<file path="config.mk">
export PLATFORM = sky130hd
export DESIGN_NAME = motor_feedback_frame_decoder_top
export DESIGN_NICKNAME = d
export VERILOG_FILES = /design/src/rtl/mffd_pkg.sv /design/src/rtl/motor_feedback_frame_decoder_top.sv
export SDC_FILE = /design/constraint.sdc
export NUM_CORES = 1
export LEC_CHECK = 0
export ABC_AREA = 1
export CORE_MARGIN = 2
export CORE_UTILIZATION = 40
export CTS_BUF_LIST = sky130_fd_sc_hd__clkbuf_4 sky130_fd_sc_hd__clkbuf_8
export DETAILED_ROUTE_END_ITERATION = 7
export DONT_BUFFER_PORTS = 1
export PLACE_DENSITY = 0.57
export SYNTH_ARGS = -nofsm -noshare
export SYNTH_HDL_FRONTEND = slang
export SYNTH_SLANG_ARGS = --single-unit
</file>
<file path="constraint.sdc">
create_clock -name clock -period 13.18 [get_ports clock]
set_clock_uncertainty 0.2 [all_clocks]
set_input_delay 1.318 -clock clock [delete_from_list [all_inputs] [get_ports clock]]
set_output_delay 1.318 -clock clock [all_outputs]
set_load 0.1 [all_outputs]
</file>
<file path="src/rtl/mffd_pkg.sv">
// Shared types and constants of the motor feedback frame decoder.
`default_nettype none

package mffd_pkg;

   // Default number of motors held in the feedback store
   localparam int MOTOR_COUNT_DEF = 4;

   // Frame layout
   localparam logic [3:0] FRAME_LEN  = 4'd11;
   localparam logic [3:0] FRAME_LAST = 4'd10;
   localparam logic [7:0] PREAMBLE_0 = 8'hD5;
   localparam logic [7:0] PREAMBLE_1 = 8'hE5;

   // Command codes
   localparam logic [7:0] CMD_SPEED  = 8'h02;
   localparam logic [7:0] CMD_STATUS = 8'h06;
   localparam logic [7:0] CMD_TICKS  = 8'h00;

   // Result kinds
   localparam logic KIND_FRAME = 1'b0;
   localparam logic KIND_READ  = 1'b1;

   // Frame verdict codes
   localparam logic [2:0] ST_APPLIED   = 3'd0;
   localparam logic [2:0] ST_IGNORED   = 3'd1;
   localparam logic [2:0] ST_PREAMBLE  = 3'd2;
   localparam logic [2:0] ST_CHECKSUM  = 3'd3;
   localparam logic [2:0] ST_MOTOR_ID  = 3'd4;

   typedef struct packed {
      logic       kind;
      logic [7:0] rx_byte;
      logic       frame_start;
      logic [1:0] motor_sel;
   } req_type;

   typedef struct packed {
      logic               result_kind;
      logic [2:0]         frame_status;
      logic [7:0]         motor_id;
      logic [7:0]         command;
      logic signed [15:0] speed;
      logic [15:0]        current;
      logic [7:0]         status_byte;
      logic [7:0]         flags_byte;
      logic signed [31:0] ticks;
   } rsp_type;

endpackage

`default_nettype wire

</file>
<file path="src/rtl/motor_feedback_frame_decoder_top.sv">
// Top level of the motor feedback frame decoder: byte capture, verdict and feedback store.
//
//  channel | direction | handshake              | payload
//  req     | in        | req_valid / req_stall  | mffd_pkg::req_type
//  rsp     | out       | rsp_valid / rsp_stall  | mffd_pkg::rsp_type
//
// One item a cycle sustained while rsp is not stalled; a transfer loads the input register,
// the result register loads next, and the result can then transfer on rsp.
// The frame check, store update and store read all sit between those two registers.
// A stalled rsp holds the result register and, while it holds an item, the input register.
// Synchronous reset clears byte position, running sum and the whole feedback store.
`default_nettype none

module motor_feedback_frame_decoder_top #(
   parameter int MOTOR_COUNT = mffd_pkg::MOTOR_COUNT_DEF
) (
   input  wire logic              clock,
   input  wire logic              reset,
   input  wire logic              req_valid,
   output logic                   req_stall,
   input  wire mffd_pkg::req_type req_data,
   output logic                   rsp_valid,
   input  wire logic              rsp_stall,
   output mffd_pkg::rsp_type      rsp_data
);

   localparam int         ID_W   = (MOTOR_COUNT > 1) ? $clog2(MOTOR_COUNT) : 1;
   localparam logic [8:0] COUNT9 = 9'(MOTOR_COUNT);

   // Input register
   logic              req_valid_ff;
   mffd_pkg::req_type req_data_ff;

   // Frame capture state
   logic [3:0] pos_ff, pos_in;
   logic [7:0] frame_ff [0:9];
   logic [7:0] frame_in [0:9];
   logic [6:0] sum_ff, sum_in;

   // Feedback store
   logic [15:0] speed_ff   [0:MOTOR_COUNT-1];
   logic [15:0] current_ff [0:MOTOR_COUNT-1];
   logic [7:0]  status_ff  [0:MOTOR_COUNT-1];
   logic [7:0]  flags_ff   [0:MOTOR_COUNT-1];
   logic [31:0] ticks_ff   [0:MOTOR_COUNT-1];

   // Result register
   logic              rsp_valid_ff, rsp_valid_in;
   mffd_pkg::rsp_type rsp_data_ff, rsp_data_in;

   // Work signals
   logic            out_free;
   logic            go;
   logic [3:0]      pos;
   logic            last;
   logic [6:0]      sum_fin;
   logic [7:0]      addr8;
   logic            in_range;
   logic [ID_W-1:0] idx;
   logic [15:0]     new_speed, new_current;
   logic [7:0]      new_status, new_flags;
   logic [31:0]     new_ticks;
   logic            wr_speed, wr_current, wr_sf, wr_ticks;
   logic [2:0]      verdict;

   assign out_free  = !rsp_valid_ff || !rsp_stall;
   assign go        = req_valid_ff && out_free;
   assign req_stall = req_valid_ff && !out_free;
   assign rsp_valid = rsp_valid_ff;
   assign rsp_data  = rsp_data_ff;

   // Resolve byte position of the held item
   always_comb begin
      pos = req_data_ff.frame_start ? 4'd0 : pos_ff;
      if (pos >= mffd_pkg::FRAME_LEN) begin
         pos = 4'd0;
      end
      last    = (pos == mffd_pkg::FRAME_LAST);
      sum_fin = sum_ff + req_data_ff.rx_byte[6:0];
   end

   // Pick the store entry: frame motor id or read selector
   always_comb begin
      addr8    = (req_data_ff.kind == mffd_pkg::KIND_READ) ?
                 {6'd0, req_data_ff.motor_sel} : frame_ff[2];
      in_range = ({1'b0, addr8} < COUNT9);
      idx      = addr8[ID_W-1:0];
   end

   // Judge the frame and form the updated feedback of the addressed motor
   always_comb begin
      wr_speed   = 1'b0;
      wr_current = 1'b0;
      wr_sf      = 1'b0;
      wr_ticks   = 1'b0;
      if (in_range) begin
         new_speed   = speed_ff[idx];
         new_current = current_ff[idx];
         new_status  = status_ff[idx];
         new_flags   = flags_ff[idx];
         new_ticks   = ticks_ff[idx];
      end else begin
         new_speed   = '0;
         new_current = '0;
         new_status  = '0;
         new_flags   = '0;
         new_ticks   = '0;
      end

      if (frame_ff[0] != mffd_pkg::PREAMBLE_0 || frame_ff[1] != mffd_pkg::PREAMBLE_1) begin
         verdict = mffd_pkg::ST_PREAMBLE;
      end else if ({1'b0, sum_fin} != frame_ff[6]) begin
         verdict = mffd_pkg::ST_CHECKSUM;
      end else if (!in_range) begin
         verdict = mffd_pkg::ST_MOTOR_ID;
      end else if (req_data_ff.kind == mffd_pkg::KIND_READ) begin
         // A read returns the entry as stored
         verdict = mffd_pkg::ST_APPLIED;
      end else begin
         unique case (frame_ff[4])
            mffd_pkg::CMD_SPEED: begin
               verdict    = mffd_pkg::ST_APPLIED;
               wr_speed   = 1'b1;
               wr_current = 1'b1;
               wr_sf      = 1'b1;
               new_speed   = {frame_ff[7], frame_ff[9]};
               new_current = {frame_ff[3], frame_ff[5]};
               new_status  = req_data_ff.rx_byte;
               new_flags   = frame_ff[8];
            end
            mffd_pkg::CMD_STATUS: begin
               verdict    = mffd_pkg::ST_APPLIED;
               wr_speed   = 1'b1;
               wr_sf      = 1'b1;
               new_speed  = '0;
               new_status = req_data_ff.rx_byte;
               new_flags  = frame_ff[8];
            end
            mffd_pkg::CMD_TICKS: begin
               verdict   = mffd_pkg::ST_APPLIED;
               wr_ticks  = 1'b1;
               new_ticks = {frame_ff[3], frame_ff[5], frame_ff[7], frame_ff[9]};
            end
            default: begin
               verdict = mffd_pkg::ST_IGNORED;
            end
         endcase
      end
   end

   // Next state of capture and result register
   always_comb begin
      pos_in       = pos_ff;
      sum_in       = sum_ff;
      frame_in     = frame_ff;
      rsp_valid_in = rsp_valid_ff && rsp_stall;
      rsp_data_in  = rsp_data_ff;
      if (go) begin
         if (req_data_ff.kind == mffd_pkg::KIND_READ) begin
            rsp_valid_in             = 1'b1;
            rsp_data_in.result_kind  = mffd_pkg::KIND_READ;
            rsp_data_in.frame_status = mffd_pkg::ST_APPLIED;
            rsp_data_in.motor_id     = addr8;
            rsp_data_in.command      = '0;
            rsp_data_in.speed        = new_speed;
            rsp_data_in.current      = new_current;
            rsp_data_in.status_byte  = new_status;
            rsp_data_in.flags_byte   = new_flags;
            rsp_data_in.ticks        = new_ticks;
         end else if (last) begin
            pos_in                   = 4'd0;
            rsp_valid_in             = 1'b1;
            rsp_data_in.result_kind  = mffd_pkg::KIND_FRAME;
            rsp_data_in.frame_status = verdict;
            rsp_data_in.motor_id     = frame_ff[2];
            rsp_data_in.command      = frame_ff[4];
            rsp_data_in.speed        = new_speed;
            rsp_data_in.current      = new_current;
            rsp_data_in.status_byte  = new_status;
            rsp_data_in.flags_byte   = new_flags;
            rsp_data_in.ticks        = new_ticks;
         end else begin
            pos_in        = pos + 4'd1;
            frame_in[pos] = req_data_ff.rx_byte;
            // Accumulate the 7-bit sum over payload bytes, skipping the check byte
            case (pos)
               4'd0, 4'd1: sum_in = '0;
               4'd6:       sum_in = sum_ff;
               default:    sum_in = sum_fin;
            endcase
         end
      end
   end

   // Hold control state, capture and store
   always_ff @(posedge clock) begin
      if (reset) begin
         req_valid_ff <= 1'b0;
         rsp_valid_ff <= 1'b0;
         pos_ff       <= '0;
         sum_ff       <= '0;
         for (int i = 0; i < 10; i++) begin
            frame_ff[i] <= '0;
         end
         for (int m = 0; m < MOTOR_COUNT; m++) begin
            speed_ff[m]   <= '0;
            current_ff[m] <= '0;
            status_ff[m]  <= '0;
            flags_ff[m]   <= '0;
            ticks_ff[m]   <= '0;
         end
      end else begin
         if (!req_stall) begin
            req_valid_ff <= req_valid;
         end
         rsp_valid_ff <= rsp_valid_in;
         pos_ff       <= pos_in;
         sum_ff       <= sum_in;
         frame_ff     <= frame_in;
         if (go && req_data_ff.kind == mffd_pkg::KIND_FRAME && last) begin
            if (wr_speed) begin
               speed_ff[idx] <= new_speed;
            end
            if (wr_current) begin
               current_ff[idx] <= new_current;
            end
            if (wr_sf) begin
               status_ff[idx] <= new_status;
               flags_ff[idx]  <= new_flags;
            end
            if (wr_ticks) begin
               ticks_ff[idx] <= new_ticks;
            end
         end
      end
   end

   // Advance payload registers
   always_ff @(posedge clock) begin
      if (!req_stall) begin
         req_data_ff <= req_data;
      end
      rsp_data_ff <= rsp_data_in;
   end

endmodule

`default_nettype wire

</file>
### Word-level counts from Yosys, hierarchy flattened

Memories as Yosys holds them, arrays and structs flattened.
Index checks and enable logic that the tools add are counted.

* bits in writable memories: 320
* register bits after elaboration: 205
* output and inout port bits: 102
* input bits: 16
* logic and storage cells: 167
* memories: 5

Memories
* ticks_ff: words 4, bits a word 32, rd ports 1, clocked after Yosys merged registers in 0, write ports 4, RTL line motor_feedback_frame_decoder_top.sv:45 `logic [31:0] ticks_ff [0:MOTOR_COUNT-1];`
* current_ff: words 4, bits a word 16, rd ports 1, clocked after Yosys merged registers in 0, write ports 4, RTL line motor_feedback_frame_decoder_top.sv:42 `logic [15:0] current_ff [0:MOTOR_COUNT-1];`
* speed_ff: words 4, bits a word 16, rd ports 1, clocked after Yosys merged registers in 0, write ports 4, RTL line motor_feedback_frame_decoder_top.sv:41 `logic [15:0] speed_ff [0:MOTOR_COUNT-1];`
* flags_ff: words 4, bits a word 8, rd ports 1, clocked after Yosys merged registers in 0, write ports 4, RTL line motor_feedback_frame_decoder_top.sv:44 `logic [7:0] flags_ff [0:MOTOR_COUNT-1];`
* status_ff: words 4, bits a word 8, rd ports 1, clocked after Yosys merged registers in 0, write ports 4, RTL line motor_feedback_frame_decoder_top.sv:43 `logic [7:0] status_ff [0:MOTOR_COUNT-1];`

* eq/ne operators: 8
* muxes and demuxes: 91
* add/subtract/negate cells: 2
* bitwise gates (word level): 4
* reductions and logical operators: 26
* $lt $le $gt $ge: 4

Operators with widths (count)
* $mux 32: 7
* $mux 16: 13
* $mux 8: 16
* $mux 100: 1
* $mux 96: 1
* $bwmux 80: 1
* $mux 1: 38
* $demux 8 s4: 1
* $pmux 16 s2: 1
* $reduce_or 16->1: 2
* $reduce_or 32->1: 1
* $ne 8x8->1 const B: 2
* $reduce_or 8->1: 2
* $pmux 7 s2: 1
* $mux 4: 3
* $mux 2: 5
* $mux 3: 3
* $eq 8x2->1 const B: 1
* $eq 8x3->1 const B: 1
* $logic_not 8->1: 1
* $lt 8x3->1 const B: 1
* $ne 7x8->1: 1
* $add 7x7->7: 1
* $logic_and 1x1->1: 6
* other kinds (18): 25

### Longest topological paths before layout

Gate-level depths: netlist of the first run.

* depth in word-level cells: 13
* gate-level depth with buffers: 18
* depth with buffers taken out: 17

### Worst setup path after synthesis of the first run

OpenSTA, ideal clock, no wires.

* path type: input -> register
* start: in rsp_stall
* end: reg rsp_data_ff, in the netlist rsp_data[0] (enable)
* library setup time: 594 ps
* arrival: 6384 ps
* stages on the path: 3
* path buffers: 0
* data required time: 12386 ps
* slack: 6002 ps
* path through: nand2_1 > nand2_1 > a21oi_1

* cells in the longest elaborated chain, start to end: 4

Ends and longest elaborated chain
* start: declaration: RTL line motor_feedback_frame_decoder_top.sv:23 `input wire logic rsp_stall,`
* $logic_not 1->1: RTL line motor_feedback_frame_decoder_top.sv:66 `assign out_free = !rsp_valid_ff || !rsp_stall;`
* $logic_or 1x1->1: RTL line motor_feedback_frame_decoder_top.sv:66
* $logic_and 1x1->1: RTL line motor_feedback_frame_decoder_top.sv:67 `assign go = req_valid_ff && out_free;`
* $reduce_and 2->1 (no source line)
* end signal: assignment: RTL line motor_feedback_frame_decoder_top.sv:243 `rsp_data_ff <= rsp_data_in;`
* end: declaration: RTL line motor_feedback_frame_decoder_top.sv:49 `mffd_pkg::rsp_type rsp_data_ff, rsp_data_in;`

No other way between the ends.
A chain may end at the register's enable or synchronous reset.

==> results.py, run 1 <==
metrics = {
    "detailed_routing": {
        "firstDrtPassIters": 5,
        "first_iter_violations": 1325,
        "vias": 16560,
        "drt-wirelength-per-cell_microns": 19.60,
        "routed_via_density": 5.331,
        "drt-total-wl_microns": 60910,
        "final_antenna_net_count": 0,
        "drc": 0,
    },
    "worst_setup_path": {
        "cpMaxStageDelayCell": "edfxtp_1",
        "crit_type": "register to register",
        "path_common_cell": "buf_4",
        "crit_path_start": "req_data_ff[11]",
        "required_ns": 13.33,
        "worstSetupStartpointType": "register",
        "cp.arrival_ns": 6.01,
        "path_cells": "inv_1 -> or2_2 -> nand2_4 -> inv_2 -> buf_4 -> nor2_4 -> buf_4 -> nand3_2 -> nand2_1 -> buf_4",
        "r2r-start": "req_data_ff[11]",
        "worstPathMaxFanout": 73,
        "cpPeakStageDelay_ns": 0.87,
        "setup.worst_path.end_class": "register",
    },
    "sta": {
        "max_freq_ghz": 0.1707,
        "finalMaxSlewViolations": 0,
        "worst_pin_slew_ns": 1.120,
        "fin_crit_sh": 0.4445,
        "fin_crit_ns": 5.858,
        "worst_slew_margin_rel": 0.2524,
        "setup_viol": 0,
        "hold_viol": 0,
        "fin_setup_tns_ns": 0,
        "rsz0062_at_grt": "no",
    },
    "synthesis": {
        "ys_warn_count": 0,
        "synth_cells": 2300,
        "syn_area_per_cell_sq_um": 10.01,
        "synth_ff_type": "edfxtp_1",
        "ys_ff_latch": 525,
        "syn_nets": 2324,
        "synth_cell_types": 37,
        "synth_largest_area_cell": "edfxtp_1",
        "yosys-top-cells-area": "edfxtp_1 56%, dfxtp_1 8.1%, nor2_1 6.7%",
        "synthArstFlopShare": 0,
        "synth_common_cells": "432 x edfxtp_1, 408 x nor2_1, 323 x nand2_1",
        "synth_top_area_share": 0.5634,
        "syn-cell-area_sq_um": 23030,
        "synth-edff-count": 432,
        "yosysMostFrequentCell": "edfxtp_1",
        "synth_seq_area_share": 0.6442,
    },
    "place": {
        "gp_routability_congestion": 0.8290,
        "hpwl_microns": 37010,
        "post_dp_cell_area_sq_um": 23590,
        "io_buffer_count": 0,
    },
    "clocking": {
        "post_cts_resized": 0,
        "cts_tree": "done",
        "cts_buffers": 91,
        "clkLatencyLatePin_ns": 0.68,
        "numClockSinks": 525,
        "htree_levels": 3,
        "cts_hold_buf": 0,
        "clk_pin_slew_ns": 0.06,
        "clk_path_buf_depth": 3,
        "cts.root.buffer_cell": "clkbuf_8",
        "post_cts_buffers": 0,
    },
    "worst_hold_path": {
        "worstHoldStart": "sum_ff[0]",
        "worstHoldPathType": "register to register",
    },
    "global_route": {
        "grt_pass1_vias": 16390,
        "grt_first_pass_wirelength_microns": 94140,
        "grt_max_degree": 78,
        "grtUsageTotal": 0.2035,
        "overflow": 0,
        "antenna_found_initial": 1,
    },
    "power": {
        "ir_drop_mv": 0.1163,
        "power.leakage_nw": 9.760,
        "pwr_density_cell_nw_per_um2": 147.9,
    },
    "layout": {
        "syn_to_final_growth_pct": 10.47,
        "fin_nets": 2305,
        "design_area_sq_um": 25440,
        "filler_cell_count": 5516,
        "drive_gt1_frac": 0.1030,
    },
    "floorplanning": {
        "start_util": 0.4068,
        "ios": 118,
        "die_w_microns": 243.9,
        "die_h_microns": 243.9,
        "core_sq_um": 56600,
        "dieArea_sq_um": 59500,
        "num_rows": 87,
    },
    "run": {
        "max-cap-violations": 0,
    },
    "status": {
        "status": "completed",
    },
}
[metrics by stage]
stage | power [mW] | cells | util | hold slack [ns] | setup slack, ns
floorplan | 2.189 | 2300 | - | 0.2453 | 6.002
global placement | 2.285 | 2944 | 0.4168 | 0.2542 | 7.472
detailed placement | 2.290 | 2944 | 0.4168 | 0.2607 | 7.293
CTS | 3.801 | 3106 | 0.4493 | 0.2701 | 7.251
global route | 3.911 | 3107 | 0.4494 | 0.2826 | 6.848
finish | 3.762 | 3107 | 0.4494 | 0.2679 | 7.322
[cell type report]
| class | instances | area (sq um) | area share |
|---|---|---|---|
| Antenna cell | 1 | 2.502 | 0.00009838 |
| Clock buffer | 127 | 1592 | 0.06257 |
| Clock inverter | 35 | 250.2 | 0.009838 |
| Inverter | 218 | 820.8 | 0.03227 |
| Multi-Input combinational cell | 1420 | 6804 | 0.2675 |
| Sequential cell | 525 | 14830 | 0.5832 |
| Tap cell | 756 | 945.9 | 0.03719 |
| Timing Repair Buffer | 25 | 187.7 | 0.007378 |
[state kept, by name (all words and copies together), names as in the netlist, 12 cells and up]
register     cells
rsp_data       100
speed_ff        64
current_ff      64
status_ff       32
flags_ff        32
ticks_ff       128
req_data_ff     12
frame_ff        80
[cells by family (layout without fill, tap and decap cells)]
family	after synthesis	after routing	synth area share
adders and majority gates	8	8	0.004673
DFF	525	525	0.6442
and+or+nand+nor	918	918	0.1719
AOI/OAI and AO/OA	493	493	0.1162
xor gates and xnor gates	1	1	0.0003804
buffers and inverters	355	405	0.06265
other	0	1	0
[layout by cell type, fill, tap and decap left out, types with 2 or more instances in the layout]
cell type and count:
a21oi_1 80, a22oi_1 79, buf_4 25, bufinv_16 3, clkbuf_4 25, clkbuf_8 102
clkinv_1 24, clkinv_2 10, clkinvlp_4 4, dfxtp_1 93, edfxtp_1 432, ha_1 7
inv_1 203, inv_2 6, nand2_1 318, nand2_2 5, nand2_4 2, nand3_1 71
nand3_2 8, nand4_1 19, nand4_4 2, nor2_1 406, nor2_2 12, nor2_4 4
nor3_1 40, nor3_2 20, nor4_1 4, o21ai_0 291, o21ai_1 36, o21ai_2 2
or2_2 5
[path summary, 6_finish.rpt]
path                          end  slack [ns]  cells past startpoint
hold reg to reg         sum_ff[0]        0.27                      2
setup reg to reg  ticks_ff[2][13]        7.32                     10
hold / removal          sum_ff[0]        0.27                      2
setup / recovery  ticks_ff[2][13]        7.32                     10
[where the power goes]
group,total [mW],switching [mW],internal (mW)
Sequential,1.97,0.106,1.87
Combinational,0.282,0.219,0.0626
Clock,1.51,0.669,0.837
[critical path, delay by kind of cell, from the launching register on]
family                 cells  cell delay (ns)
buffers and inverters      5             2.23
and+or+nand+nor            5             2.12
DFF                        1             0.87
[metal layers]
metal,global-route usage,part of all wire,vias up
li1,-,-,7830
met1,0.2748,0.44,8114
met2,0.3293,0.47,524
met3,0.03786,0.060,95
met4,0.07138,0.025,0
met5,0,0,-
Note: power is estimated with default switching activity, not from simulation.
==> run 2: changes to the inputs <==
==> constraint.sdc (replaced) <==
create_clock -name clock -period 5.4 [get_ports clock]
set_clock_uncertainty 0.2 [all_clocks]
set_input_delay 0.54 -clock clock [delete_from_list [all_inputs] [get_ports clock]]
set_output_delay 0.54 -clock clock [all_outputs]
set_load 0.1 [all_outputs]
==> results.py, run 2 (synthesis gave the netlist of run 1 again) <==
metrics = {
    "detailed_routing": {
        "drc": 0,
        "routed_via_density": 5.325,
        "drt-total-wl_microns": 62760,
        "firstDrtPassIters": 6,
        "vias": 16740,
        "final_antenna_net_count": 0,
        "highest_layer": "met4",
        "wl_met1_microns": 27120,
        "drt-wirelength-per-cell_microns": 19.96,
        "first_iter_violations": 1467,
        "dr_wl_met3_microns": 4422,
        "route.met2.wl_microns": 29560,
    },
    "global_route": {
        "antenna_found_initial": 1,
        "overflow": 0,
        "grt_pass1_vias": 16440,
        "grtUsageTotal": 0.2122,
        "grt_max_degree": 110,
        "grt_first_pass_wirelength_microns": 97570,
    },
    "power": {
        "power.leakage_nw": 9.920,
        "p_switching_mw": 2.435,
        "pwr-share-clk": 0.403,
        "power_mw": 9.244,
        "comb_power_share": 0.076,
        "seq_power_share": 0.521,
        "pwr_density_cell_nw_per_um2": 358.9,
        "ir_drop_mv": 0.2327,
        "switching_share": 0.2634,
        "p_int_mw": 6.809,
    },
    "worst_setup_path": {
        "worstPathMaxFanout": 17,
        "cp.arrival_ns": 4.41,
        "setup.worst_path.end_class": "register",
        "worstSetupStartpointType": "register",
        "crit_type": "register to register",
        "required_ns": 5.51,
    },
    "sta": {
        "setup_viol": 0,
        "finalMaxSlewViolations": 0,
        "fin_crit_ns": 4.294,
        "fin_setup_tns_ns": 0,
        "worst_pin_slew_ns": 1.004,
        "hold_viol": 0,
        "rsz0062_at_grt": "no",
        "fin_crit_sh": 0.7952,
        "worst_slew_margin_rel": 0.3273,
        "max_freq_ghz": 0.2329,
    },
    "floorplanning": {
        "die_w_microns": 243.9,
        "core_sq_um": 56600,
        "dieArea_sq_um": 59500,
        "die_h_microns": 243.9,
        "start_util": 0.4068,
        "num_rows": 87,
        "ios": 118,
    },
    "clocking": {
        "cts.root.buffer_cell": "clkbuf_8",
        "cts_tree": "done",
        "numClockSinks": 525,
        "post_cts_buffers": 0,
        "clk_pin_slew_ns": 0.06,
        "post_cts_resized": 0,
        "clkLatencyLatePin_ns": 0.69,
        "clk_path_buf_depth": 3,
        "cts_buffers": 92,
        "htree_levels": 3,
    },
    "place": {
        "io_buffer_count": 0,
        "gp_routability_congestion": 0.8334,
        "hpwl_microns": 37060,
    },
    "worst_hold_path": {
        "worstHoldPathType": "input pin to register",
    },
    "layout": {
        "regMostFlops": "ticks_ff",
        "syn_to_final_growth_pct": 11.84,
        "drive_gt1_frac": 0.1089,
        "final_common_cell": "edfxtp_1",
        "largest_reg_flops": 128,
        "final_cell_mix": "432 x edfxtp_1, 406 x nor2_1, 322 x nand2_1",
        "fin_nets": 2334,
    },
    "run": {
        "max-cap-violations": 0,
    },
    "status": {
        "status": "completed",
    },
}
run 2: changes by cell type in the layout (fill, tap and decap cells not counted), sizes merged:
cell	change
clkinv	-4
buf	+13
dlygate4sd3	+15
inv	+1
clkbuf	+13
bufinv	-1
run 2: critical path: stages, from the launching register on:
cell and delay [ns]:
edfxtp_1 0.46, ha_1 0.40, nand2_1 0.12, nor2_1 0.05, nand2_1 0.10, nand3_1 0.10, nand2_1 0.09, nand3_1 0.07
nand2_1 0.36, nand3_1 0.24, nor2_2 0.12, buf_4 0.20, nand3_1 0.16, nor2_1 0.22, nand3_2 0.34, nand2_1 0.71
run 2: final timing paths:
check	startpoint	to	slack [ns]	cells after the start
max	req_data_ff[7]	current_ff[1][8]	1.11	15
min	reset	speed_ff[3][4]	0.08	3
max reg2reg	req_data_ff[7]	current_ff[1][8]	1.11	15
min reg2reg	sum_ff[3]	sum_ff[3]	0.27	2
run 2: what timing repair did:
item | in CTS | in global routing
endpoints found under the setup margin | 0 | 0
endpoints found under the hold margin | 36 | 0
hold buffers | 15 | 0
run 2: stage by stage:
stage | hold WS [ns] | setup WS (ns) | utilization | area (sq um) | instances
final | 0.07894 | 1.106 | 0.4550 | 25750 | 3144
after global routing | 0.05096 | 0.7532 | 0.4550 | 25750 | 3144
after CTS | 0.02433 | 1.118 | 0.4549 | 25750 | 3143
after detailed placement | 0.2589 | 1.106 | 0.4189 | 23710 | 2957
after global placement | 0.2545 | 1.196 | 0.4189 | 23710 | 2957
after floorplan | 0.2453 | 0.3964 | - | 23030 | 2300
run 2: cell type report:
cell class / instances / area (sq um)
antenna: 1 / 2.502
clock buffer: 140 / 1683
clock inverter: 31 / 203.9
fill: 5408 / 30850
inverter: 218 / 823.3
multi-input combinational: 1420 / 6800
sequential: 525 / 14830
tap: 756 / 945.9
timing repair buffer: 53 / 460.4
run 2: metal layers:
layer  up-vias  GRT usage
li1       7899          -
met1      8153     0.2848
met4         0    0.06797
met3       111    0.04631
met5         -          0
met2       580     0.3433
run 2: power by group through the flow:
stage                     Clock [mW]  Combinational [mW]  Sequential (mW)
after floorplan                    0               0.460             4.88
after global placement             0               0.684             4.90
after detailed placement           0               0.692             4.90
after CTS                       3.81               0.704             4.82
after global routing            3.99               0.789             4.83
final                           3.73               0.701             4.82
==> run 3: changes to the inputs <==
==> constraint.sdc (replaced) <==
create_clock -name clock -period 4.2 [get_ports clock]
set_clock_uncertainty 0.2 [all_clocks]
set_input_delay 0.42 -clock clock [delete_from_list [all_inputs] [get_ports clock]]
set_output_delay 0.42 -clock clock [all_outputs]
set_load 0.1 [all_outputs]
==> results.py, run 3 (synthesis gave the netlist of run 1 again) <==
metrics = {
    "global_route": {
        "grt_first_pass_wirelength_microns": 98300,
        "antenna_found_initial": 1,
        "grt_max_degree": 59,
        "grtUsageTotal": 0.2144,
        "grt_pass1_vias": 16850,
        "overflow": 0,
    },
    "sta": {
        "max_freq_ghz": 0.2616,
        "rsz0062_at_grt": "no",
        "layout_setup_ws_ns": 0.3780,
        "setup_viol": 0,
        "worst_pin_slew_ns": 1.094,
        "fin_crit_sh": 0.9100,
        "fin_crit_ns": 3.822,
        "finalMaxSlewViolations": 0,
        "worst_slew_margin_rel": 0.2721,
        "hold_viol": 0,
    },
    "worst_setup_path": {
        "r2r_cells": 16,
        "required_ns": 4.37,
        "worstPathMaxFanout": 32,
        "cp.arrival_ns": 3.99,
        "setup.worst_path.end_class": "register",
        "r2r_slack_ns": 0.38,
        "r2r-end": "ticks_ff[2][11]",
        "path_common_cell": "nand2_1",
        "cpMaxStageDelayCell": "fa_1",
        "r2r-start": "req_data_ff[3]",
        "path_cells": "ha_1 -> fa_1 -> nand2_1 -> nand2_2 -> nand3_1 -> nand2_1 -> nand2_1 -> nand2_1 -> nand2_1 -> nand2_1 -> nor2_4 -> nand3_2 -> nor2_8 -> nand3_2 -> nand2_1 -> buf_12",
        "worstSetupStartpointType": "register",
        "cpPeakStageDelay_ns": 0.43,
        "crit_type": "register to register",
    },
    "layout": {
        "drive_gt1_frac": 0.1165,
        "fin_nets": 2357,
        "instances_no_fill": 3169,
        "largest_reg_flops": 128,
        "syn_to_final_growth_pct": 13.12,
        "final_common_cell": "edfxtp_1",
        "regMostFlops": "ticks_ff",
        "final_cell_mix": "432 x edfxtp_1, 406 x nor2_1, 322 x nand2_1",
    },
    "power": {
        "p_int_mw": 8.796,
        "switching_share": 0.2664,
        "comb_power_share": 0.077,
        "power.leakage_nw": 10.09,
        "ir_drop_mv": 0.2660,
        "pwr_density_cell_nw_per_um2": 460.3,
        "p_switching_mw": 3.194,
        "seq_power_share": 0.516,
        "pwr-share-clk": 0.407,
    },
    "worst_hold_path": {
        "holdPathStages": 4,
        "worstHoldStart": "reset",
        "hold_end": "current_ff[0][15]",
        "worstHoldPathType": "input pin to register",
    },
    "floorplanning": {
        "start_util": 0.4068,
        "die_h_microns": 243.9,
        "dieArea_sq_um": 59500,
        "die_w_microns": 243.9,
        "core_sq_um": 56600,
        "ios": 118,
        "num_rows": 87,
    },
    "clocking": {
        "htree_levels": 3,
        "numClockSinks": 525,
        "cts_tree": "done",
        "clkLatencyLatePin_ns": 0.70,
        "cts_buffers": 92,
        "post_cts_resized": 0,
        "cts.root.buffer_cell": "clkbuf_8",
        "clk_path_buf_depth": 3,
        "clk_pin_slew_ns": 0.06,
    },
    "detailed_routing": {
        "firstDrtPassIters": 5,
        "routed_via_density": 5.325,
        "final_antenna_net_count": 0,
        "vias": 16880,
        "drc": 0,
        "drt-wirelength-per-cell_microns": 20.20,
        "first_iter_violations": 1321,
        "drt-total-wl_microns": 64020,
    },
    "status": {
        "status": "completed",
    },
    "place": {
        "hpwl_microns": 37050,
        "place_ws_ns": 0.4449,
        "io_buffer_count": 0,
        "dp_cells": 2980,
        "gp_routability_congestion": 0.8202,
    },
    "run": {
        "max-cap-violations": 0,
    },
}
[run 3: changes by cell type in the layout (fill, tap and decap cells not counted), moves of 3 or more]
cell      delta
clkbuf_4     -6
clkinv_2     +3
buf_12       +8
clkinv_1     +3
buf_4       +15
[run 3: routing by layer]
layer	up-vias	GRT usage	wire, microns
li1	7951	-	-
met1	8243	0.2841	27630
met2	577	0.3523	30510
met3	105	0.03775	4102
met4	0	0.08088	1769
met5	-	0	0
[run 3: repair_timing]
item,CTS,global route
hold buffers,15,0
setup buffers,0,0
hold endpoints to repair,34,0
[run 3: worst max-delay path by stage]
stage                               from         endpoint  slack, ns  cells past startpoint
final                     req_data_ff[3]  ticks_ff[2][11]       0.38                     16
after global routing      req_data_ff[3]   ticks_ff[2][0]       0.12                     14
after CTS                 req_data_ff[3]  ticks_ff[2][16]       0.38                     15
after detailed placement  req_data_ff[3]  ticks_ff[2][20]       0.44                     15
after global placement    req_data_ff[3]  ticks_ff[2][20]       0.53                     15
after floorplan           req_data_ff[3]   flags_ff[2][0]      -0.80                     12
[run 3: critical path, delay by kind of cell, from the launching register on]
kind                     cells  cell delay [ns]
flip-flops                   1             0.42
adder cells (fa/ha/maj)      2             0.70
buffers and inverters        1             0.25
AND/OR/NAND/NOR             13             1.90
[run 3: final cells by class]
| class | count | area (sq um) |
|---|---|---|
| fillers | 5336 | 30560 |
| multi-input cells | 1420 | 6794 |
| repair buffers | 76 | 733.2 |
| clock inverters | 39 | 280.3 |
| inverters | 218 | 820.8 |
| well taps | 756 | 945.9 |
| clock buffers | 134 | 1638 |
| diodes | 1 | 2.502 |
| flip-flops and latches | 525 | 14830 |
[run 3: power groups by stage]
stage	clock [mW]	sequential (mW)	combinational (mW)
after detailed placement	0	6.29	0.912
after global placement	0	6.29	0.906
after global routing	5.22	6.20	1.04
after floorplan	0	6.27	0.592
final	4.88	6.19	0.928
after CTS	5.00	6.19	0.931
[run 3: per-stage QoR]
stage	hold slack, ns	cell area, sq um	total power [mW]	utilization	setup TNS, ns
floorplan	0.2453	23040	6.865	-	-51.43
global placement	0.2508	23980	7.192	0.4236	0
detailed placement	0.2497	23980	7.206	0.4236	0
CTS	0.02606	26050	12.12	0.4601	0
global route	0.06909	26050	12.46	0.4602	0
finish	0.07656	26050	11.99	0.4602	0
